### src/design/svt_pkg.sv
`default_nettype none

package svt_pkg;

  localparam int unsigned Depth  = 16;
  localparam int unsigned CountW = $clog2(Depth + 1);
  localparam int unsigned ValueW = 32;

  typedef enum logic [1:0] {
    CMD_INSERT = 2'd0,
    CMD_DELETE = 2'd1,
    CMD_SEARCH = 2'd2,
    CMD_NONE   = 2'd3
  } cmd_e;

  typedef enum logic [1:0] {
    STAT_OK       = 2'd0,
    STAT_FULL     = 2'd1,
    STAT_EMPTY    = 2'd2,
    STAT_NOTFOUND = 2'd3
  } status_e;

  // broadcast to every cell in the update cycle
  typedef struct packed {
    logic                     ins;
    logic                     del;
    logic signed [ValueW-1:0] value;
  } svt_op_t;

  // what a cell shows its neighbors
  typedef struct packed {
    logic signed [ValueW-1:0] value;
    logic                     valid;
    logic                     at_pos;   // at or above the insert point
  } svt_link_t;

endpackage

`default_nettype wire

### src/design/svt_cell.sv
`default_nettype none

module svt_cell (
  input  logic              clk_i,
  input  logic              rst_ni,
  input  svt_pkg::svt_op_t  op_i,
  input  logic              found_i,
  input  svt_pkg::svt_link_t lo_i,
  input  svt_pkg::svt_link_t hi_i,
  output svt_pkg::svt_link_t link_o,
  output logic              eq_o
);
  import svt_pkg::*;

  logic signed [ValueW-1:0] value_q, value_d;
  logic                     valid_q, valid_d;
  logic                     op_lt_cell;
  logic                     cell_lt_op;
  logic                     at_pos;
  logic                     del_here;

  assign op_lt_cell = op_i.value < value_q;
  assign cell_lt_op = value_q < op_i.value;
  // insert point: first empty slot or first value strictly above the operand
  assign at_pos     = !valid_q || op_lt_cell;
  // delete point: first held value not below the operand (first copy)
  assign del_here   = valid_q && !cell_lt_op;

  assign eq_o   = valid_q && (value_q == op_i.value);
  assign link_o = '{value: value_q, valid: valid_q, at_pos: at_pos};

  always_comb begin
    value_d = value_q;
    valid_d = valid_q;
    if (op_i.ins) begin
      valid_d = valid_q || lo_i.valid;
      if (at_pos) begin
        value_d = lo_i.at_pos ? lo_i.value : op_i.value;
      end
    end else if (op_i.del && found_i) begin
      valid_d = hi_i.valid;
      if (del_here) begin
        value_d = hi_i.value;
      end
    end
  end

  always_ff @(posedge clk_i or negedge rst_ni) begin
    if (!rst_ni) begin
      valid_q <= 1'b0;
    end else begin
      valid_q <= valid_d;
    end
  end

  always_ff @(posedge clk_i) begin
    value_q <= value_d;
  end

endmodule

`default_nettype wire

### src/design/sorted_value_table.sv
`default_nettype none

// Sorted value table: a multiset of up to Depth signed 32-bit values kept in
// ascending order in a row of cells. Each cell holds one value and a valid
// bit and talks only to its two neighbors, so an insert or a delete shifts
// the whole row at once.
//
// Command channel: a word (command_i, value_i) is taken on the rising edge
// where start is high and busy is low. Commands: insert, delete one copy,
// search. The row compares and shifts on that same edge.
//
// Result channel: in the cycle after acceptance done_o pulses for exactly one
// cycle with status_o, count_o, smallest_o and largest_o, all reflecting the
// table after the command. smallest/largest read 0 on an empty table.
// busy is high during that result cycle, so the table cannot take a new
// command while the result word of the last one is shown; that registered
// result cycle after the row update is what holds off the next command.
//
// The receiver cannot stall: the result word is shown once and is gone.
// Reset clears every valid bit and the count; the table comes up empty and
// ready to take a command on the first edge after reset is released.

module sorted_value_table (
  input  logic                              clk_i,
  input  logic                              rst_ni,
  input  logic                              start,
  output logic                              busy,
  input  logic [1:0]                        command_i,
  input  logic signed [svt_pkg::ValueW-1:0] value_i,
  output logic                              done_o,
  output logic [1:0]                        status_o,
  output logic [svt_pkg::CountW-1:0]        count_o,
  output logic signed [svt_pkg::ValueW-1:0] smallest_o,
  output logic signed [svt_pkg::ValueW-1:0] largest_o
);
  import svt_pkg::*;

  logic                  accept;
  logic                  busy_q;
  logic [CountW-1:0]     count_q, count_d;
  status_e               status_q, status_d;
  logic                  full, empty, found;
  svt_op_t               op;
  svt_link_t             links [Depth];
  logic [Depth-1:0]      eq_vec;
  logic [Depth-1:0]      valid_vec;
  logic signed [ValueW-1:0] largest;

  assign accept = start && !busy_q;
  assign busy   = busy_q;
  assign full   = (count_q == CountW'(Depth));
  assign empty  = (count_q == '0);
  assign found  = |eq_vec;

  // only an insert with room or a delete of a held value moves the row
  assign op.ins   = accept && (cmd_e'(command_i) == CMD_INSERT) && !full;
  assign op.del   = accept && (cmd_e'(command_i) == CMD_DELETE);
  assign op.value = value_i;

  for (genvar i = 0; i < Depth; i++) begin : g_cell
    svt_link_t lo, hi;
    if (i == 0) begin : g_lo_end
      assign lo = '{value: '0, valid: 1'b1, at_pos: 1'b0};
    end else begin : g_lo
      assign lo = links[i-1];
    end
    if (i == Depth - 1) begin : g_hi_end
      assign hi = '{value: '0, valid: 1'b0, at_pos: 1'b1};
    end else begin : g_hi
      assign hi = links[i+1];
    end

    svt_cell u_cell (
      .clk_i   (clk_i),
      .rst_ni  (rst_ni),
      .op_i    (op),
      .found_i (found),
      .lo_i    (lo),
      .hi_i    (hi),
      .link_o  (links[i]),
      .eq_o    (eq_vec[i])
    );
    assign valid_vec[i] = links[i].valid;
  end

  // status and count for the accepted word
  always_comb begin
    status_d = STAT_OK;
    count_d  = count_q;
    case (cmd_e'(command_i))
      CMD_INSERT: begin
        if (full) begin
          status_d = STAT_FULL;
        end else begin
          count_d = count_q + 1'b1;
        end
      end
      CMD_DELETE: begin
        if (empty) begin
          status_d = STAT_EMPTY;
        end else if (!found) begin
          status_d = STAT_NOTFOUND;
        end else begin
          count_d = count_q - 1'b1;
        end
      end
      CMD_SEARCH: status_d = found ? STAT_OK : STAT_NOTFOUND;
      default:    status_d = STAT_OK;
    endcase
  end

  always_ff @(posedge clk_i or negedge rst_ni) begin
    if (!rst_ni) begin
      busy_q   <= 1'b0;
      count_q  <= '0;
      status_q <= STAT_OK;
    end else begin
      busy_q <= accept;
      if (accept) begin
        count_q  <= count_d;
        status_q <= status_d;
      end
    end
  end

  // largest: the one valid cell whose upper neighbor is empty, or the top cell
  always_comb begin
    largest = '0;
    for (int i = 0; i < Depth; i++) begin
      if (valid_vec[i] && ((i == Depth - 1) || !valid_vec[(i + 1) % Depth])) begin
        largest = largest | links[i].value;
      end
    end
  end

  assign done_o     = busy_q;
  assign status_o   = status_q;
  assign count_o    = count_q;
  assign smallest_o = valid_vec[0] ? links[0].value : '0;
  assign largest_o  = largest;

  // held values always sit in the low slots, one per count
  a_valid_count: assert property (@(posedge clk_i) disable iff (!rst_ni)
    $countones(valid_vec) == 32'(count_q))
    else $error("valid bits disagree with count");

  a_valid_packed: assert property (@(posedge clk_i) disable iff (!rst_ni)
    (valid_vec & (valid_vec + 1'b1)) == '0)
    else $error("valid bits not packed at the bottom");

  a_count_max: assert property (@(posedge clk_i) disable iff (!rst_ni)
    count_q <= CountW'(Depth))
    else $error("count above depth");

  a_done_follows: assert property (@(posedge clk_i) disable iff (!rst_ni)
    done_o |-> $past(accept))
    else $error("result without an accepted word");

  a_sorted_ends: assert property (@(posedge clk_i) disable iff (!rst_ni)
    (count_q != '0) |-> (smallest_o <= largest_o))
    else $error("smallest above largest");

endmodule

`default_nettype wire
### config.mk
export PLATFORM = sky130hd
export DESIGN_NAME = sorted_value_table
export DESIGN_NICKNAME = d
export VERILOG_FILES = /design/src/design/svt_pkg.sv /design/src/design/svt_cell.sv /design/src/design/sorted_value_table.sv
export SDC_FILE = /design/constraint.sdc
export NUM_CORES = 2
export LEC_CHECK = 0
export ABC_AREA = 1
export BUFFER_PORTS_ARGS = -buffer_cell sky130_fd_sc_hd__buf_2
export CAP_MARGIN = 20
export CELL_PAD_IN_SITES_DETAIL_PLACEMENT = 0
export CELL_PAD_IN_SITES_GLOBAL_PLACEMENT = 1
export CORE_UTILIZATION = 33
export DETAILED_ROUTE_END_ITERATION = 12
export PLACE_DENSITY_LB_ADDON = 0.1
export SLEW_MARGIN = 20
export SYNTH_ARGS = -nofsm -noshare
export SYNTH_HDL_FRONTEND = slang
export SYNTH_SLANG_ARGS = --single-unit
export TNS_END_PERCENT = 1
### constraint.sdc
create_clock -name clk_i -period 4.8 [get_ports clk_i]
set_input_delay 0.24 -clock clk_i [delete_from_list [all_inputs] [get_ports clk_i]]
set_output_delay 0.24 -clock clk_i [all_outputs]
set_load 0.005 [all_outputs]
==> results.tsv <==
metric	value	unit
outcome	completed	
drtIter0Drc	6042	
cp_cell_sequence	buf_4 -> nor2_1 -> buf_4 -> clkinv_1 -> buf_4 -> o22ai_1 -> nor4_1 -> nand2_1 -> buf_2	
startpoint_type	flip-flop	
slew_viol_final	0	
syn_to_final_growth	12.9	%
synth_area	47200	sq um
pwr_density_cell	368	nW/um^2
cp.required	4560	ps
cts_max_path_buffers	3	
core-area	142000	sq um
cts_root_buffer	clkbuf_16	
place_ws	521	ps
die-width	380	um
slowest_stage	clkinv_1	
io_buffers	109	
maxCapViolations	0	
setup_ws	511	ps
r2r-start	g_cell[15].u_cell.value_q[31]	
layout_commonest_cell	nand2_1	
reg2reg_to	g_cell[4].u_cell.value_q[9]	
r2r_setup_slack	1030	ps
synth-async-reset-ratio	0.0448	
crit_arrival	4050	ps
synth_fp_nets	7098	
htreeDepth	3	
grt_pass1_wl	354000	um
detail_route.first_pass.iterations	6	
grt-ovfl-total	0	
drc	0	
wl	252000	um
numCtsBuffers	77	
place.gp.congestion	0.944	
wl_met3	19800	um
crit_path_max_fanout	38	
top_layer	met4	
startpoint	g_cell[12].u_cell.valid_q	
synth_seq_cells	536	
critPathKind	reg -> out	
track_usage	0.337	
rows	138	
vias_per_cell	5.82	
cts_tree	built	
route.met2.wl	113000	um
wl_met1	105000	um
wire_per_inst	29.5	um
path_clk_slew	60	ps
synth-compound-area-share	0.0796	
yosys.area_share.adder	0.137	
clk-insertion-delay-late	700	ps
final_nets	7143	
cp_num_buf_inv	5	
reg2reg_depth	11	
worst_hold_path.num_cells	3	
cpPeakStageDelay	550	ps
synth-xor-area-share	0.000742	
ir_drop	0.264	mV
via_count	49700	
fin_crit	4290	ps
pin_count	110	
dp_hpwl	187000	um
final_cell_mix	nand2_1, nand3_1, inv_1, ha_1, edfxtp_1	
syn_inst	6545	
yosysSeqAreaShare	0.338	
finClkSkew	28.9	ps
hold_path_class	in -> reg	
timing.hold.ws	56.7	ps
post_synth.cell_area_avg	7.22	sq um
synth_top_family_by_area	simple AND/OR/NAND/NOR gates	
rsz0062_at_grt	no	
yosys_warnings	0	
antenna_found_initial	3	
holdPathEnd	g_cell[15].u_cell.value_q[11]	
design.die.area	145000	sq um
cpMostUsedCell	buf_4	
post-route-period-util	0.894	
synth_mux_area_frac	0	
utilization	0.376	
hold_violations	0	
cts.sinks	536	
grt_max_degree	133	
max_freq	233	MHz
initial_utilization	0.333	
final_antenna_net_count	0	
yosys.area_share.simple	0.348	
p_leak	0.0253	uW
synth-edff-count	512	
max_slew_margin	0.275	
setup_viol	0	
worst_pin_slew	1090	ps
min-delay-start	value_i[11]	
crit_family	buffers and inverters	
end_kind	output pin	
synth_cell_types	45	
drive_above_1_share	0.0814	
postCtsResizedCells	0	
synth_ff_type	edfxtp_1	
die_y	380	um
grt_pass1_vias	47300	
-- Yosys cell counts, types with 2 or more instances --
cell type	count	share of area
a2111oi_0	12	0.0022
a21o_1	15	0.0024
a21oi_1	234	0.025
a221oi_1	22	0.0041
buf_1	40	0.0032
buf_2	166	0.018
buf_4	23	0.0037
buf_6	2	0.00048
clkbuf_1	153	0.012
clkinv_1	4	0.00032
dfrtp_1	24	0.013
edfxtp_1	512	0.33
ha_1	515	0.14
inv_1	737	0.059
inv_2	3	0.00024
nand2_1	1754	0.14
nand2_2	17	0.0023
nand3_1	1518	0.16
nand3_2	29	0.0061
nand3b_1	2	0.00032
nand4_1	40	0.0053
nor2_1	278	0.022
nor2_2	21	0.0028
nor2_4	3	0.00072
nor3_1	27	0.0029
nor3_2	2	0.00042
nor4_1	31	0.0041
o2111ai_1	21	0.0039
o211ai_1	4	0.00064
o21a_1	32	0.0051
o21ai_0	110	0.012
o21ai_1	13	0.0014
o221ai_1	6	0.0011
o22ai_1	162	0.021
xnor2_1	3	0.00056
-- how the worst max path moves through the flow --
stage	end	slack [ps]	cells after the start
finish	largest_o[17]	510	9
global route	g_cell[15].u_cell.value_q[31]	530	19
CTS	largest_o[18]	610	8
detailed placement	g_cell[15].u_cell.value_q[22]	520	18
global placement	g_cell[15].u_cell.value_q[21]	580	18
floorplan	g_cell[13].u_cell.value_q[0]	-150	13
-- worst min-delay path: stages --
cell	delay, ps
buf_2	110
nor2_1	140
nor2_1	140
-- layer usage --
metal / GRT usage / vias to the layer above
met5: 0 / -
met4: 0.168 / 0
met3: 0.0505 / 495
met2: 0.532 / 2417
met1: 0.448 / 24300
li1: - / 22500
-- per-stage QoR --
step	area (sq um)	total power (uW)	std cells	TNS, ps
floorplan	47200	9980	6545	-23310
global placement	50600	13500	8373	0
detailed placement	50600	13600	8373	0
CTS	53300	19500	8540	0
global route	53300	20200	8540	0
finish	53300	19600	8544	0
-- layout make-up --
cell class | instances | area [sq um]
Antenna cell | 4 | 10.0
Clock buffer | 92 | 2030
Clock inverter | 47 | 418
Fill cell | 15200 | 88400
Inverter | 744 | 2800
Multi-Input combinational cell | 4880 | 26900
Sequential cell | 536 | 16000
Tap cell | 1890 | 2360
Timing Repair Buffer | 351 | 2830
-- timing repair --
item                                   4_1_cts  5_1_grt
hold buffers                                28        0
endpoints found under the hold margin       55        0
setup buffers                                0        0
setup endpoints to repair                    0        0
-- flip-flops by register name, indices dropped and copies added, names as in the netlist --
name                   flops
busy                       1
g_cell.u_cell.value_q    512
status_o                   2
count_o                    5
g_cell.u_cell.valid_q     16
-- report_power, final --
group	switching [uW]	total [uW]	internal, uW
clock network	2510	5890	3380
registers	339	5790	5450
logic	5910	7970	2060
-- kinds of logic after synthesis --
family | after synthesis
DFF | 536
AOI/OAI and AO/OA | 635
buffers and inverters | 1129
adders and majority gates | 516
and+or+nand+nor | 3725
xor gates and xnor gates | 4
Note: power is estimated with default switching activity, not from simulation.
